**config.mk**
```make
export PLATFORM = sky130hd
export DESIGN_NAME = reb_quad
export DESIGN_NICKNAME = d
export VERILOG_FILES = /design/src/hw/rtl/reb_pkg.sv /design/src/hw/rtl/reb_quad.sv
export SDC_FILE = /design/constraint.sdc
export NUM_CORES = 1
export LEC_CHECK = 0
export BUFFER_PORTS_ARGS = -buffer_cell sky130_fd_sc_hd__buf_2
export CORE_AREA = 2 2 91 93
export DETAILED_ROUTE_END_ITERATION = 8
export DIE_AREA = 0 0 93 95
export PLACE_DENSITY = 0.66
export SKIP_LAST_GASP = 1
export SLEW_MARGIN = 0
export SYNTH_ARGS = -nofsm -noshare
export SYNTH_HDL_FRONTEND = slang
export SYNTH_SLANG_ARGS = --single-unit
```
**constraint.sdc**
```tcl
create_clock -name clk -period 4.8 [get_ports clk]
set_input_delay 0.48 -clock clk [delete_from_list [all_inputs] [get_ports clk]]
set_output_delay 0.48 -clock clk [all_outputs]
set_load 0.1 [all_outputs]
```
**src/hw/rtl/reb_pkg.sv**
```systemverilog
// Shared constants, types and helpers of the rotary encoder and button scanner.
package reb_pkg;

    localparam int POSITION_WIDTH = 16;
    localparam int OUT_POS_WIDTH  = 16;
    localparam int TICKS_WIDTH    = 16;
    localparam int CFG_DATA_WIDTH = 16;
    localparam int CFG_IDX_WIDTH  = 1;

    localparam logic [TICKS_WIDTH-1:0] LONG_PRESS_RESET = TICKS_WIDTH'(1000);
    localparam logic                   A_IDLE_LEVEL     = 1'b1;
    localparam logic                   KEY_DOWN         = 1'b0;

    typedef enum logic [CFG_IDX_WIDTH-1:0] {
        CFG_LONG_PRESS_TICKS = 1'b0,
        CFG_STEP_ON_RISING   = 1'b1
    } cfg_index_t;

    typedef logic signed [POSITION_WIDTH-1:0] position_t;
    typedef logic signed [OUT_POS_WIDTH-1:0]  out_position_t;

    typedef struct packed {
        logic pressed;
        logic long_held;
    } key_status_t;

    typedef struct packed {
        logic      step_cw;
        logic      step_ccw;
        logic      moved;
        position_t x_next;
        position_t y_next;
    } quad_result_t;

    // Sign-extend a counter and cut it to the width of the result field.
    function automatic out_position_t pos_out(input position_t v);
        logic signed [63:0] wide;
        wide = 64'(v);
        return wide[OUT_POS_WIDTH-1:0];
    endfunction

endpackage

```
**src/hw/rtl/reb_quad.sv**
```systemverilog
// Channel A edge detection and the two wrapping position counters.
module reb_quad
    import reb_pkg::*;
(
    input  logic         clk,
    input  logic         rst_n,
    input  logic         adv,
    input  logic         pin_a,
    input  logic         pin_b,
    input  logic         pressed,
    input  logic         step_on_rising,
    output quad_result_t result
);

    logic      a_last_reg;
    position_t x_count_reg;
    position_t y_count_reg;
    logic      step;
    position_t delta;

    always_comb
    begin
        step            = (pin_a != a_last_reg) && (pin_a == step_on_rising);
        result.step_cw  = step && pin_b;
        result.step_ccw = step && !pin_b;
        result.moved    = step;
        delta           = pin_b ? POSITION_WIDTH'(1) : '1;
        result.x_next   = x_count_reg;
        result.y_next   = y_count_reg;
        if (step)
        begin
            if (pressed)
            begin
                result.y_next = y_count_reg + delta;
            end
            else
            begin
                result.x_next = x_count_reg + delta;
            end
        end
    end

    always_ff @(posedge clk or negedge rst_n)
    begin
        if (!rst_n)
        begin
            a_last_reg  <= A_IDLE_LEVEL;
            x_count_reg <= '0;
            y_count_reg <= '0;
        end
        else if (adv)
        begin
            a_last_reg  <= pin_a;
            x_count_reg <= result.x_next;
            y_count_reg <= result.y_next;
        end
    end

endmodule

```
# == Yosys cells after proc, flatten, opt, wreduce, memory -nomap -nowiden ==
# Index checks and enable logic that the tools add are counted.
# totals
regBits,33
latchBits,0
ramBits,0
mem_bits_ro,0
n_memories,0
# op_classes
addsub,2
n_mul,0
div_mod_pow,0
n_lt_le_gt_ge,0
n_eq_ne,2
shifts,0
n_mux,4
n_bitwise,0
n_reduce_logical,4
# ops
op,n
$mux 16,3
$add 16x16->16,2
$mux 32,1
$logic_and 1x1->1,3
$eq 1x1->1,1
$logic_not 1->1,1
$ne 1x1->1,1

# == Logic depth before layout (Yosys ltp) ==
# Gate-level depths: netlist of the first run.
# depth
depth_word,4
ltp_mapped,10

# == Least setup slack after synthesis of the first run ==
# No wires, ideal clock.
# synth_timing
path_kind,input port to output port
from,input pin_b
to,output result[9] (netlist bit)
t_arrival_ns,4.782
required_ns,4.320
slack_ns,-0.462
cell_stages,9
n_path_buf,0
path_cell_list,inv_1 > ha_1 > a21o_1 > a21oi_1 > a21oi_1 > o31a_1 > o21a_1 > o21a_1 > o31ai_1
# synth_lines
element,line,text
"start, declared",reb_quad.sv:9,"input logic pin_b,"
"end, declared",reb_quad.sv:12,output quad_result_t result

==> results of run 1 <==
==> layout make-up <==
class                           instances  area, sq um
Multi-Input combinational cell        300         2181
Clock buffer                            8        80.08
Fill cell                             836         4424
Inverter                               11        41.29
Tap cell                              105        131.4
Sequential cell                        33        827.0
Timing Repair Buffer                   46        242.7
==> critical path, cell delays in order <==
cell and delay [ps]:
buf_2 210, inv_1 230, buf_4 240, ha_1 380, a21oi_1 250, a21boi_0 160, or3b_1 380, o211ai_1 220
mux2i_1 250, o21ai_0 120, xnor2_1 160, buf_2 440
==> worst max-delay path by stage <==
| stage | depth (start not counted) | to | slack, ps |
|---|---|---|---|
| final | 12 | result[15] | 800 |
| after CTS | 12 | result[15] | 780 |
| after detailed placement | 12 | result[15] | 810 |
| after global routing | 12 | result[15] | 500 |
| after floorplan | 8 | result[6] | 10 |
| after global placement | 12 | result[15] | 830 |
==> kinds of logic (layout without fill, tap and decap cells) <==
kind of cell               count (synthesis)  count (layout)  share of synthesized area (%)
adders and majority gates                 30              30                          12.61
AOI/OAI and AO/OA                        104             104                          22.31
buffers and inverters                     22              65                          3.153
xor gates and xnor gates                  25              25                          7.074
muxes                                     31              31                          11.24
DFF                                       33              33                          26.72
and+or+nand+nor                          110             110                          16.90
==> synth_stat cells, drive strengths merged, types with 2 or more instances <==
cell and count:
mux2 30, a21oi 25, clkbuf 6, a21o 11
o211ai 3, buf 5, and2 4, nand3 5
or3b 2, and3 3, or3 8, ha 28
xnor2 21, nand2b 2, o21a 7, nand2 54
o21bai 4, nor2b 4, a31oi 4, dfrtp 32
xor2 4, fa 2, nor3 8, o31ai 4
inv 11, o21ai 30, nand4 4, a211o 4
a211oi 5, nor2 12
==> through the flow <==
| step | util, % | area [sq um] | worst slack [ps] | hold slack, ps |
|---|---|---|---|---|
| 5_1_grt | 44.19 | 3503 | 500.1 | 327.1 |
| 3_3_place_gp | 43.18 | 3423 | 831.2 | 479.5 |
| 4_1_cts | 44.19 | 3503 | 775.8 | 301.9 |
| 2_1_floorplan | - | 3105 | 11.50 | 184.4 |
| 6_report | 44.19 | 3503 | 795.7 | 265.9 |
| 3_5_place_dp | 43.18 | 3423 | 806.1 | 488.8 |
==> routing by layer <==
metal  up-vias  part of all wire [%]
met1      1268                    51
met2        44                    45
li1       1379                     -
met4         0                   1.2
met5         -                     0
met3         8                   2.7
==> impl_metrics.toml, run 1 <==
[drt]
firstDrtPassIters = 4
drcViolationCount = 0
routed_wl_um = 6949
vias_per_cell = 5.366
drtIter0Drc = 153
wl_per_cell_um = 13.82
dr_total_vias = 2699
ant_nets = 0

[place]
dp.final_hpwl_um = 5122
place.gp.congestion = 0.8785
placed_cells = 495
numPortBuffers = 41

[worst_setup_path]
critPathKind = "in -> out"
rr_startpoint = "a_last_reg$_DFFE_PN1P_"
endpoint_kind = "output port"
crit_fanout = 10
cp.required_ps = 4320
r2r_setup_slack_ps = 2210
crit_arrival_ps = 3520
reg2reg_depth = 6
crit_start = "pin_b"
critPathLaunchType = "primary input"
reg2reg_to = "y_count_reg[15]$_DFFE_PN0P_"

[timing]
finClkSkew_ps = 3.472
tightest_slew_ps = 797.6
clock.fmax_ghz = 0.2497
fin_crit_ps = 4004
fin_tns_setup_ps = 0
grt_setup_unrepaired = "no"
slew_headroom_pct = 46.70
final_hold_viol_count = 0
post-route-period-util_pct = 83.42
setup_viol = 0
maxSlewViolCount = 0

[global_routing]
grt_pass1_wl_um = 11790
grt-busiest-layer = "met2"
grt_max_degree = 34
antenna_found_initial = 0
grt_usage_pct = 16.42
grt_pass1_vias = 2547
overflow = 0
grt.met3_usage_pct = 2.554
use_met1_pct = 22.76
use_met2_pct = 26.93

[clock_network]
htree_num_levels = 2
clk_latency_ps = 280
cts_tree = "done"
cts_buffers = 5
cts.path.max_buffers = 2
cts_resized = 0
postCtsSetupBuffers = 0
clock-sinks = 33
ctsHoldBuffers = 0
cts-root-buf = "clkbuf_8"
clkTransAtPathRegs_ps = 70

[yosys]
yosysSeqAreaShare_pct = 26.72
ys.flop_type = "dfrtp_1"
yosysTopAreaCell = "dfrtp_1"
synth_cells = 355
syn_area_sq_mm = 0.003095
synth_edf_count = 0
synth_area_per_cell_sq_um = 8.720
syn-num-nets = 392
async_reset_ff_share_pct = 100.0
ys_warn_count = 0
ys_seq_elements = 33
synth_top_area_share_pct = 25.87
synthTopCellsByArea = "dfrtp_1, ha_1, mux2_2, nand2_1, xnor2_1"
yosys.cell_types.count = 53

[die]
fp.dieH_um = 95
core_area_sq_mm = 0.007928
initial_core_util_pct = 39.05
placementRows = 33
ioPinCount = 42
die_area_sq_mm = 0.008835
dieWidth_um = 93

[final_layout]
diodes = 0
layout_common_cells = "nand2_1, buf_2, dfrtp_1"
final_nets = 434
drive_above_1_share_pct = 24.12
syn_to_final_growth_pct = 13.18
final_common_cell = "nand2_1"
final_cells = 503

[job]
maxCapViolCount = 0

[status]
run_status = "finished clean"

[worst_hold_path]
holdCritPathClass = "in -> async"
Power of run 1 is not shown: default switching activity piles up to over one toggle a cycle in this logic, so the estimate is an artifact.
==> run 2: changes to the inputs <==
- PLACE_DENSITY: 0.66 -> 0.69
- clock period: 4.8 -> 3.6 ns (I/O delays scaled with it)
==> run 2 against run 1 <==
First-iteration DRC count shrank 56%. Sequential share of layout area shrank 2.7 points. Register-to-register slack lost 1300 ps. Via count grew 3.2%. Critical path type unchanged. Critical endpoint unchanged.
==> impl_metrics.toml, run 2 (synthesis results as in run 1) <==
[drt]
routed_wl_um = 7248
wl_per_cell_um = 14.27
drtIter0Drc = 68
drcViolationCount = 0
vias_per_cell = 5.484
dr_total_vias = 2786
ant_nets = 0
firstDrtPassIters = 4

[final_layout]
final_cells = 508
fin_area_sq_mm = 0.003958
diodes = 0
syn_to_final_growth_pct = 27.85
final_common_cell = "nand2_1"
post-route-util_pct = 49.92
final_nets = 439
layout_common_cells = "nand2_1, dfrtp_1, mux2_2"
drive_above_1_share_pct = 26.80

[clock_network]
ctsHoldBuffers = 0
cts-root-buf = "clkbuf_8"
clock-sinks = 33
cts.path.max_buffers = 2
clk_latency_ps = 280
htree_num_levels = 2
cts_tree = "done"
cts_buffers = 5
clkTransAtPathRegs_ps = 70

[global_routing]
overflow = 0
use_met1_pct = 20.79
grt-busiest-layer = "met2"
grt.met3_usage_pct = 2.713
grt_pass1_wl_um = 12530
grt_usage_pct = 17.37
use_met2_pct = 31.64
antenna_found_initial = 0
grt_max_degree = 34
grt_pass1_vias = 2800

[die]
ioPinCount = 42
initial_core_util_pct = 39.05
placementRows = 33
fp.dieH_um = 95
core_area_sq_mm = 0.007928
dieWidth_um = 93
die_area_sq_mm = 0.008835

[timing]
fin_crit_ps = 3367
finalWorstSetupSlack_ps = 232.8
slew_headroom_pct = 47.32
finClkSkew_ps = 8.211
clock.fmax_ghz = 0.2970
maxSlewViolCount = 0
tightest_slew_ps = 788.3
grt_setup_unrepaired = "no"
final_hold_viol_count = 0
setup_viol = 0
post-route-period-util_pct = 93.53

[worst_setup_path]
critPathKind = "in -> out"
critPathLaunchType = "primary input"
endpoint_kind = "output port"
crit_chain = "buf_2 -> clkinvlp_4 -> buf_12 -> ha_1 -> a21o_1 -> a21o_1 -> or3b_1 -> o211ai_1 -> mux2i_1 -> o21ai_0 -> xnor2_4 -> buf_12"
crit_fanout = 15
reg2reg_depth = 6
r2r_setup_slack_ps = 950
path_buf_inv = 4
crit_family = "compound AO/OA/AOI/OAI gates"
cp_slowest_cell = "o21ai_0"
cp.required_ps = 3240
crit_arrival_ps = 3010
crit_cells = 12
max_stage_delay_ps = 460

[place]
place_area_sq_mm = 0.003857
place_ws_ps = 59.97
numPortBuffers = 41
placed_cells = 499
dp.final_hpwl_um = 5510
place.gp.congestion = 0.9293

[status]
run_status = "finished clean"

[worst_hold_path]
holdCritPathClass = "in -> async"

[job]
maxCapViolCount = 0
[run 2: what timing repair did]
| item | CTS | global route |
|---|---|---|
| gates resized for setup | 0 | 0 |
| hold endpoints to repair | 0 | 0 |
| buffers inserted | 0 | 1 |
| setup endpoints to repair | 0 | 5 |
[run 2: per-stage QoR]
| stage | TNS, ps | hold WS [ps] |
|---|---|---|
| detailed placement | 0 | 492.7 |
| finish | 0 | 156.4 |
| floorplan | -222.9 | 64.41 |
| global placement | 0 | 486.5 |
| CTS | 0 | 182.8 |
| global route | 0 | 220.1 |
[run 2: worst reg2reg max path, stage by stage, from the launching register on]
cell	delay (ps)
dfstp_2	550
nand2b_1	60
o22ai_2	320
and2_1	500
nand2_1	600
o21bai_1	370
xnor2_1	130
[run 2: routing by layer]
metal | up-vias | part of all wire, %
met5 | - | 0
met4 | 0 | 2.2
met3 | 17 | 3.6
met2 | 61 | 50
met1 | 1321 | 44
li1 | 1387 | -
[run 2: final cells by class]
type	instances	area, sq um
Sequential cell	33	827.0
Fill cell	757	3970
Timing Repair Buffer	51	638.1
Multi-Input combinational cell	300	2236
Tap cell	105	131.4
Clock buffer	8	80.08
Inverter	11	45.04
[run 2: path summary, 6_finish.rpt]
kind                                          endpoint                        from
setup / recovery                            result[15]                       pin_b
max in group asynchronous  y_count_reg[15]$_DFFE_PN0P_                       rst_n
hold reg to reg             y_count_reg[0]$_DFFE_PN0P_  y_count_reg[0]$_DFFE_PN0P_
setup reg to reg           y_count_reg[15]$_DFFE_PN0P_      a_last_reg$_DFFE_PN1P_
hold / removal              y_count_reg[3]$_DFFE_PN0P_                       rst_n
min in group clk                a_last_reg$_DFFE_PN1P_                       pin_a
Power of run 2 is left out for the same reason.
