### config.mk
export PLATFORM = sky130hd
export DESIGN_NAME = reb_key
export DESIGN_NICKNAME = d
export VERILOG_FILES = /design/src/hw/rtl/reb_pkg.sv /design/src/hw/rtl/reb_key.sv
export SDC_FILE = /design/constraint.sdc
export NUM_CORES = 1
export LEC_CHECK = 0
export BUFFER_PORTS_ARGS = -buffer_cell sky130_fd_sc_hd__buf_2
export CORE_ASPECT_RATIO = 2
export CORE_MARGIN = 8
export CORE_UTILIZATION = 33
export CTS_CLUSTER_DIAMETER = 120
export CTS_CLUSTER_SIZE = 14
export DETAILED_ROUTE_END_ITERATION = 10
export HOLD_SLACK_MARGIN = 0.08
export PLACE_DENSITY_LB_ADDON = 0.15
export SYNTH_ARGS = -nofsm -noshare
export SYNTH_HDL_FRONTEND = slang
export SYNTH_SLANG_ARGS = --single-unit
### constraint.sdc
create_clock -name clk -period 2.2 [get_ports clk]
set_input_delay 0 -clock clk [delete_from_list [all_inputs] [get_ports clk]]
set_output_delay 0 -clock clk [all_outputs]
set_load 0.01 [all_outputs]
### src/hw/rtl/reb_pkg.sv
// Shared constants, types and helpers of the rotary encoder and button scanner.
package reb_pkg;

    localparam int POSITION_WIDTH = 16;
    localparam int OUT_POS_WIDTH  = 16;
    localparam int TICKS_WIDTH    = 16;
    localparam int CFG_DATA_WIDTH = 16;
    localparam int CFG_IDX_WIDTH  = 1;

    localparam logic [TICKS_WIDTH-1:0] LONG_PRESS_RESET = TICKS_WIDTH'(1000);
    localparam logic                   A_IDLE_LEVEL     = 1'b1;
    localparam logic                   KEY_DOWN         = 1'b0;

    typedef enum logic [CFG_IDX_WIDTH-1:0] {
        CFG_LONG_PRESS_TICKS = 1'b0,
        CFG_STEP_ON_RISING   = 1'b1
    } cfg_index_t;

    typedef logic signed [POSITION_WIDTH-1:0] position_t;
    typedef logic signed [OUT_POS_WIDTH-1:0]  out_position_t;

    typedef struct packed {
        logic pressed;
        logic long_held;
    } key_status_t;

    typedef struct packed {
        logic      step_cw;
        logic      step_ccw;
        logic      moved;
        position_t x_next;
        position_t y_next;
    } quad_result_t;

    // Sign-extend a counter and cut it to the width of the result field.
    function automatic out_position_t pos_out(input position_t v);
        logic signed [63:0] wide;
        wide = 64'(v);
        return wide[OUT_POS_WIDTH-1:0];
    endfunction

endpackage

### src/hw/rtl/reb_key.sv
// Push-button long-press countdown.
module reb_key
    import reb_pkg::*;
(
    input  logic                   clk,
    input  logic                   rst_n,
    input  logic                   adv,
    input  logic                   pin_key,
    input  logic [TICKS_WIDTH-1:0] long_press_ticks,
    output key_status_t            status
);

    logic [TICKS_WIDTH-1:0] countdown_reg;
    logic [TICKS_WIDTH-1:0] countdown_next;

    always_comb
    begin
        status.pressed   = (pin_key == KEY_DOWN);
        status.long_held = 1'b0;
        countdown_next   = countdown_reg;
        if (pin_key == KEY_DOWN)
        begin
            if (countdown_reg == '0)
            begin
                status.long_held = 1'b1;
            end
            else
            begin
                countdown_next = countdown_reg - TICKS_WIDTH'(1);
            end
        end
        else
        begin
            countdown_next = long_press_ticks;
        end
    end

    always_ff @(posedge clk or negedge rst_n)
    begin
        if (!rst_n)
        begin
            countdown_reg <= '0;
        end
        else if (adv)
        begin
            countdown_reg <= countdown_next;
        end
    end

endmodule

* Word-level counts from Yosys, hierarchy flattened
Index checks and enable logic that the tools add are counted.
Storage, ports and cells: word-level logic and storage cells 10, register bits 16, output and inout bits 2, input bits 20
Cells by class: bitwise operators 1, reductions and logical operators 2, add/sub/neg operators 1, equal/unequal tests 1, muxes and demuxes 4
Operators with widths (count):
- two-way mux 16 bit | 2
- logical NOT 16 bit | 1
- subtractor 16 x 1 -> 16 bit, second input constant | 1
- two-way mux 1 bit | 2
- != test 2 bit, second input constant | 1
- AND reduction 2 bit | 1
- inverter 1 bit | 1

* Depth between registers and ports, before layout
Gate-level depths: netlist of the first run.
depth after elaboration 3, mapped depth 7

* Worst setup path before layout of the first run
OpenSTA, ideal clock, no wires.
kind register to register, from register countdown_reg[0], to register countdown_reg[10], data arrival time 1.707 ns, cell stages (with the launch flop) 8, path slack 0.367 ns, data required time 2.074 ns, buffers on the path 1, clock period less this slack 1.833 ns, cell sequence dfrtp_1 -> inv_1 -> ha_1 -> or3b_1 -> buf_6 -> nor4b_4 -> o21ai_1 -> a221o_1
On the way: cells in the longest elaborated chain, start to end 3, elaborated cells on any way between the ends 6, those cells by class add/sub (1); eq/ne (1); mux (2); reduce/logical (2)
Ends and longest elaborated chain:
- start, declared | line reb_key.sv:13 | logic [TICKS_WIDTH-1:0] countdown_reg;
- start signal, assigned | line reb_key.sv:46 | countdown_reg <= countdown_next;
- subtractor 16 x 1 -> 16 bit or logical NOT 16 bit (tied branches) | line reb_key.sv:29, reb_key.sv:23
- two-way mux 16 bit or != test 2 bit (tied branches)
- two-way mux 16 bit or AND reduction 2 bit (tied branches)
Parallel ways exist; a longest one is shown, timed or not. The select of a mux whose other input is x is not followed. A chain may end at the register's enable or synchronous reset.

* Worst setup path in the final report of the first run
Ends and elaborated chain as after synthesis.

==> results.txt, run 1 <==
- Global-route wire length before repair: 5510 um
- Data on the critical path arrives at its endpoint at ~2.1 ns.
* Number of register bits inferred by synthesis: 16
- Avg Vias per Cell: 5.89
* Total clock sinks: 16
* Synth area leader: sky130_fd_sc_hd__dfrtp_1
- At the worst endpoint, the required time is 2.34 ns.
- In this run the cell area of the synthesized design comes to 1120 um^2.
- Yosys top cell area share: 35.7%
- The number of global-route vias before repair is approximately 1200.
- Sequential fraction of the synthesis area: 35.7%
* GPL Wtd Cong: 0.806
- Post-synth cell types: 48
* Detailed-routing wirelength on met1: 1440 um
- Amount of wire on met3 after detailed routing: 98 um
- Die boundary width: 57.2 um
* Final design area excluding fillers: around 1400 um^2
* Placement-stage cell area: 1240 um^2
- Sorting the synthesized cells by how often they occur yields sky130_fd_sc_hd__dfrtp_1 (16), sky130_fd_sc_hd__a21oi_1 (9), sky130_fd_sc_hd__o21ai_0 (8).
- Nets: 181
- Final routed wire length divided by cell count: 17.7 um
- Per-instance average area after synthesis: ~9 um^2
- Headroom to the max-slew limit came out at 62.1%.
- Antenna violation net count after detailed routing: 0
- Setup repair after global routing missed its margin: false
- The flow ran to the end, and the final reports show no timing, DRC or antenna violations.
- The number of antenna violations at the first check in global routing was 0.
* Area contributors post-synth: sky130_fd_sc_hd__dfrtp_1 (36%), sky130_fd_sc_hd__a21oi_1 (4.0%), sky130_fd_sc_hd__o21ai_0 (3.6%)
- Summed over all nets, the half-perimeter wirelength after detailed placement is 2500 um.
- In this run the worst setup path begins at countdown_reg[0].
* Crit-path cells: inv_1 > ha_1 > or3b_1 > nor4b_4 > o21ai_1 > a221o_1
- Between clock sinks in the finished design, the worst skew comes to between 0.005 and 0.006 ns.
- Reported max-cap violation count: 0
* Core Region: 3340 um^2
- Met2 wirelength from detailed routing: ~1800 um
- Delay contributed by the slowest stage of the critical path: 0.49 ns
- The routed design has between 3000 and 4000 um of wire.
* Termination of the worst setup path: countdown_reg[10]
- The clock period could shrink to 1.99 ns.
- In this run the clock root is driven by a sky130_fd_sc_hd__clkbuf_8.
* Number of flops mapped to enable cells by yosys: 0
* Number of clock buffers inserted by TritonCTS: 3
* Leakage: around 0.56 nW
* Number of H-tree levels: 1
- Antenna cells: 0
- Count of endpoints failing setup in the final report: 0
- Classification of the worst setup path: reg2reg
* Die Span Y: between 90 and 100 um
- Crit-path slowest cell: sky130_fd_sc_hd__or3b_1
* Via count: 1125
* Insertion delay of the later-clocked pin in the worst-skew pair: 0.25 ns
* PwrDens: approximately 690 nW/um^2
- Slew @ Worst Pin: 0.564 ns
* Deepest clock path buffer count: 2
* Fraction of final layout cells with drive strength greater than 1: 22.0%
- After clock tree synthesis, the clock-pin slew on the worst setup and hold paths is around 0.070 ns.
- Largest net degree at the start of global routing: 33
- Number of input and output port buffers inserted: 21
- In this run the core area contains 30 standard-cell rows.
- Iteration count of the initial detailed-routing pass: 6
- The final critical path takes up approximately nine tenths of the cycle.
* Classification of the worst-slack hold path: in2reg
- IR analysis of the VDD net gives a maximum drop of 0.000265 V.
* Number of cells produced by synthesis: roughly 130
* Predominant post-synthesis flop cell: sky130_fd_sc_hd__dfrtp_1
* Max reg flops: 16
- DRC violation count after routing: 0
- Setup crit end kind: register
* Sum of negative setup slack: 0 ns
- Of all flip-flops after synthesis, the portion carrying an async set or reset was 100%.
- Residual overflow from global routing: 0
* Launch instance of the worst register-to-register path: countdown_reg[0]
- Buffers added to address setup during post-CTS repair amount to 0.
* Element type at the critical path start: register
- Total I/O pin count: 22
- Reg-to-reg critical path endpoint: countdown_reg[10]
* Full die area: 5640 um^2
- Yosys printed 0 warnings.
- In this run the worst path has a maximum fanout of 6.
- The completed layout was analyzed and its total power is 0.000985 W.
* Number of nets in the synthesized netlist: 146
- The total count of hold-check failures in the final report was 0.
- Starting density of the core: 33.6%
* Number of pins exceeding their max-slew limit in the final report: 0
- Initial DRC count: 29
- For flop-to-flop paths, the worst setup slack is 0.21 ns.
* Number of cells traversed by the worst register-to-register path: 6
- Area added between synthesis and finish: 27.9%
* Max Fclk: 504 MHz
- By instance count, the leading cell after synthesis is sky130_fd_sc_hd__dfrtp_1.
* CTS tree: done
- Highest routing layer actually used: met4
* Tot GR Track Use: roughly an eighth
-- report_power, final --
part	internal (W)	switching (W)
registers	0.000349	0.0000890
logic	0.000136	0.000146
clock network	0.000159	0.000106
-- cell families after synthesis --
logic type / synth area share (%)
and+or+nand+nor: 28.1
muxes: 0.892
adders and majority gates: 1.11
xor gates and xnor gates: 0.781
DFF: 35.7
buffers and inverters: 5.35
AOI/OAI and AO/OA: 28.1
-- per-layer routing --
metal  up-vias  GRT usage (%)
met1       540           13.5
met4         0           5.06
met5         -              0
met3         4           2.35
met2        18           21.1
li1        563              -
-- critical path: cells and delay by family (launching register included) --
kind	cells	cell delay (ns)
simple gates	2	0.77
flops	1	0.41
compound gates	2	0.38
fa+ha+maj	1	0.20
buf+inv	1	0.11
-- cells in the final DEF (no fill, tap or decap), types with 3 or more instances in the layout --
cell	count
sky130_fd_sc_hd__a21oi_1	9
sky130_fd_sc_hd__buf_2	21
sky130_fd_sc_hd__buf_4	3
sky130_fd_sc_hd__clkbuf_8	4
sky130_fd_sc_hd__dfrtp_1	16
sky130_fd_sc_hd__dlygate4sd3_1	13
sky130_fd_sc_hd__inv_1	3
sky130_fd_sc_hd__nand2_1	6
sky130_fd_sc_hd__nand3_1	4
sky130_fd_sc_hd__nand4_1	4
sky130_fd_sc_hd__nor2_1	7
sky130_fd_sc_hd__nor2b_1	3
sky130_fd_sc_hd__nor3_1	6
sky130_fd_sc_hd__nor3b_1	5
sky130_fd_sc_hd__o21ai_0	8
sky130_fd_sc_hd__o21ai_1	3
sky130_fd_sc_hd__o31ai_1	4
sky130_fd_sc_hd__o41ai_1	3
-- stage by stage --
stage               instances  util [%]  hold WS, ns  setup WS, ns
floorplan                 125         -       -0.296         0.367
global placement          174      37.3      -0.0535         0.286
detailed placement        174      37.3      -0.0446         0.211
CTS                       191      42.8       0.0855         0.144
global route              191      43.0        0.110        0.0624
finish                    191      43.0       0.0983         0.214
-- timing repair --
| item | CTS | global route |
|---|---|---|
| endpoints found under the setup margin | 0 | 1 |
| hold endpoints to repair | 28 | 0 |
| gates resized for setup | 0 | 1 |
| hold buffers | 13 | 0 |
-- final cells by class --
type                    count  area, um^2
well taps                  32        40.0
clock buffers               4        55.1
multi-input cells          98         667
flip-flops and latches     16         400
fillers                   342        1910
repair buffers             37         258
inverters                   4        15.0
-- worst min-delay path by stage --
stage                             end  slack, ns           startpoint  cells past startpoint
global route         countdown_reg[2]       0.11  long_press_ticks[2]                      3
CTS                  countdown_reg[3]       0.09  long_press_ticks[3]                      3
finish               countdown_reg[0]        0.1  long_press_ticks[0]                      3
global placement    countdown_reg[15]      -0.05                rst_n                      1
floorplan            countdown_reg[0]      -0.30                rst_n                      0
detailed placement  countdown_reg[12]      -0.04                rst_n                      1
No activity file was read; power rests on OpenSTA's default activity.
==> inputs of run 2 (changes only) <==
Settings changed: REMOVE_ABC_BUFFERS from default to 1.
==> results.txt, run 2 (synthesis gave the netlist of run 1 again) <==
* Result of the run: complete, no violations
- Time the worst path needs with I/O delays and setup: around 2.0 ns
* Max Fclk: 497 MHz
- The analysis attributes to net switching a power of between 0.0003 and 0.0004 W.
* Post-DP HPWL: 2460 um
- DRC violation count after routing: 0
- Wire segments on met3 add up to 191 um in the final route.
* Clock power frac: 28.0%
- Count of endpoints failing setup in the final report: 0
* Combinational group share of total power: approximately 28%
- At the pin with the least slew margin, the transition time is 0.595 ns.
- The first global-routing pass estimated 5590 um of wire.
- Avg Vias per Cell: 6.04
- The die is approximately 100 um tall.
* Core Region: 3340 um^2
- After floorplanning, the core was divided into 30 placement rows.
- In the final design database the tool counted 185 nets.
- Once the clock tree was built, the setup fixing pass inserted 0 buffers.
* Worst endpoint required time: around 2.2 ns
- Iteration count of the initial detailed-routing pass: 4
- In this run the power density over the cells is a little under 700 nW/um^2.
* Met2 wirelength from detailed routing: 1740 um
* Delay contributed by the slowest stage of the critical path: 0.41 ns
- Detailed routing inserted a total of about 1200 vias.
* Crit-path slowest cell: sky130_fd_sc_hd__dfrtp_1
* Proportion of total power due to net switching: between 30% and 40%
* Number of pins exceeding their max-slew limit in the final report: 0
- Max reg flops: 16
* Antenna violation net count after detailed routing: 0
- Pin placement for this block handled 22 I/O pins.
* Total clock sinks: 16
- Highest routing layer actually used: met4
- Measured along the x axis, the die boundary spans 57.2 um.
* P_int: 0.000648 W
- Clock tree synthesis inserted a total of 3 buffers.
- Leading cell types in the layout, fill and taps excluded: sky130_fd_sc_hd__buf_2 (21), sky130_fd_sc_hd__dfrtp_1 (16), sky130_fd_sc_hd__dlygate4sd3_1 (15)
* Largest net degree at the start of global routing: 25
- Leakage: 0.580 nW
* Number of antenna violations at the first check in global routing: 0
* Classification of the worst setup path: reg2out
* Sum of negative setup slack: 0 ns
- Sequential cells account for between 40% and 50% of the total power.
* Hold slack final: 0.102 ns
- Residual overflow from global routing: 0
- The congestion estimate from routability-driven global placement came to 0.817.
- Area added between synthesis and finish: 31.0%
- Number of input and output port buffers inserted: 21
- Setup repair after global routing left no endpoint under its margin.
* Slew Limit Headroom: 60.0%
- Antenna cells: 0
* Crit-path cells: inv_1 > ha_1 > nor3b_1 > buf_4 > nand3_1 > nor2_4 > buf_2
- Leaving out fill and tap cells, the most frequent cell in the layout is sky130_fd_sc_hd__buf_2.
- The longest clock path from root to sink contains 2 buffers.
- Setup crit end kind: output pin
- After detailed routing, the total wire length is 3340 um.
- Data arrives at the worst endpoint at 2.01 ns.
- Starting density of the core: about a third
- Number of H-tree levels: 1
- Classification of the worst-slack hold path: in2reg
* Full die area: 5640 um^2
* Pwr Total: roughly 0.0010 W
- Across the VDD grid, the largest voltage drop is between 0.0003 and 0.0004 V.
- Clock latency on the worst-skew pair, taken at its later pin, is 0.26 ns.
* Reported max-cap violation count: 0
- STA classifies the critical path startpoint as a register.
* CTS tree: done
* Number of global-route vias before repair: 1183
- Initial DRC count: 32
- Of the cells placed in the final design, the portion with a size suffix greater than 1 is ~23%.
- The layout has 340 filler cells.
* Final routed wire length divided by cell count: ~17 um
- Tot GR Track Use: 12.4%
* Post-route fraction of the period consumed by the critical path: 91.5%
- In the final layout, the multi-input gates occupy 667 um^2.
* Count of endpoints failing hold in the final timing report: 0
* Clock-pin slew on the worst setup and hold paths: 0.07 ns
- Registers take about 400 um^2.
* Max Fanout on Critical Path: 6
- After detailed routing, the wire length on met1 is 1360 um.
- CTS Root Buffer Type: sky130_fd_sc_hd__clkbuf_8
- Worst Skew: 0.00487 ns
[run 2: final timing paths]
path | from | end | slack [ns] | depth (start not counted)
setup reg to reg | countdown_reg[0] | countdown_reg[10] | 0.21 | 6
hold / removal | adv | countdown_reg[4] | 0.10 | 3
max in group asynchronous | rst_n | countdown_reg[11] | 1.71 | 2
min in group asynchronous | rst_n | countdown_reg[15] | 0.20 | 2
setup / recovery | countdown_reg[0] | status[0] | 0.19 | 7
hold reg to reg | countdown_reg[15] | countdown_reg[15] | 0.54 | 1
[run 2: layout make-up]
| class | instances | share of cell area, % |
|---|---|---|
| clock buffer | 4 | 3.74 |
| inverter | 4 | 1.02 |
| multi-input combinational | 98 | 45.4 |
| sequential | 16 | 27.2 |
| tap | 32 | 2.72 |
| timing repair buffer | 41 | 19.9 |
[run 2: critical path: cells and delay by family (launching register included)]
family        cells  cell delay, ns
simple gates      3            0.68
flops             1            0.41
fa+ha+maj         1            0.21
buf+inv           3            0.45
[run 2: timing repair]
action / 4_1_cts / 5_1_grt
setup endpoints to repair: 0 / 1
gates resized for setup: 0 / 1
hold endpoints to repair: 30 / 0
hold buffers: 15 / 0
[run 2: power groups by stage]
stage	Clock, W	Sequential [W]	Combinational (W)
2_1_floorplan	0	0.000419	0.000178
6_report	0.000279	0.000434	0.000285
5_1_grt	0.000296	0.000448	0.000321
3_5_place_dp	0	0.000439	0.000266
3_3_place_gp	0	0.000436	0.000263
4_1_cts	0.000286	0.000434	0.000288
[run 2: layer usage]
| layer | global-route usage [%] | vias to the layer above |
|---|---|---|
| met5 | 0 | - |
| li1 | - | 573 |
| met4 | 5.84 | 0 |
| met1 | 14.2 | 565 |
| met3 | 2.48 | 4 |
| met2 | 21.1 | 36 |
[run 2: stage by stage]
| step | cells | setup WS, ns | util (%) | cell area, um^2 |
|---|---|---|---|---|
| after global placement | 176 | 0.293 | 37.7 | 1260 |
| final | 195 | 0.188 | 44.0 | 1470 |
| after global routing | 195 | 0.0255 | 44.0 | 1470 |
| after CTS | 195 | 0.100 | 43.9 | 1470 |
| after floorplan | 118 | 0.377 | - | 1080 |
| after detailed placement | 176 | 0.237 | 37.7 | 1260 |
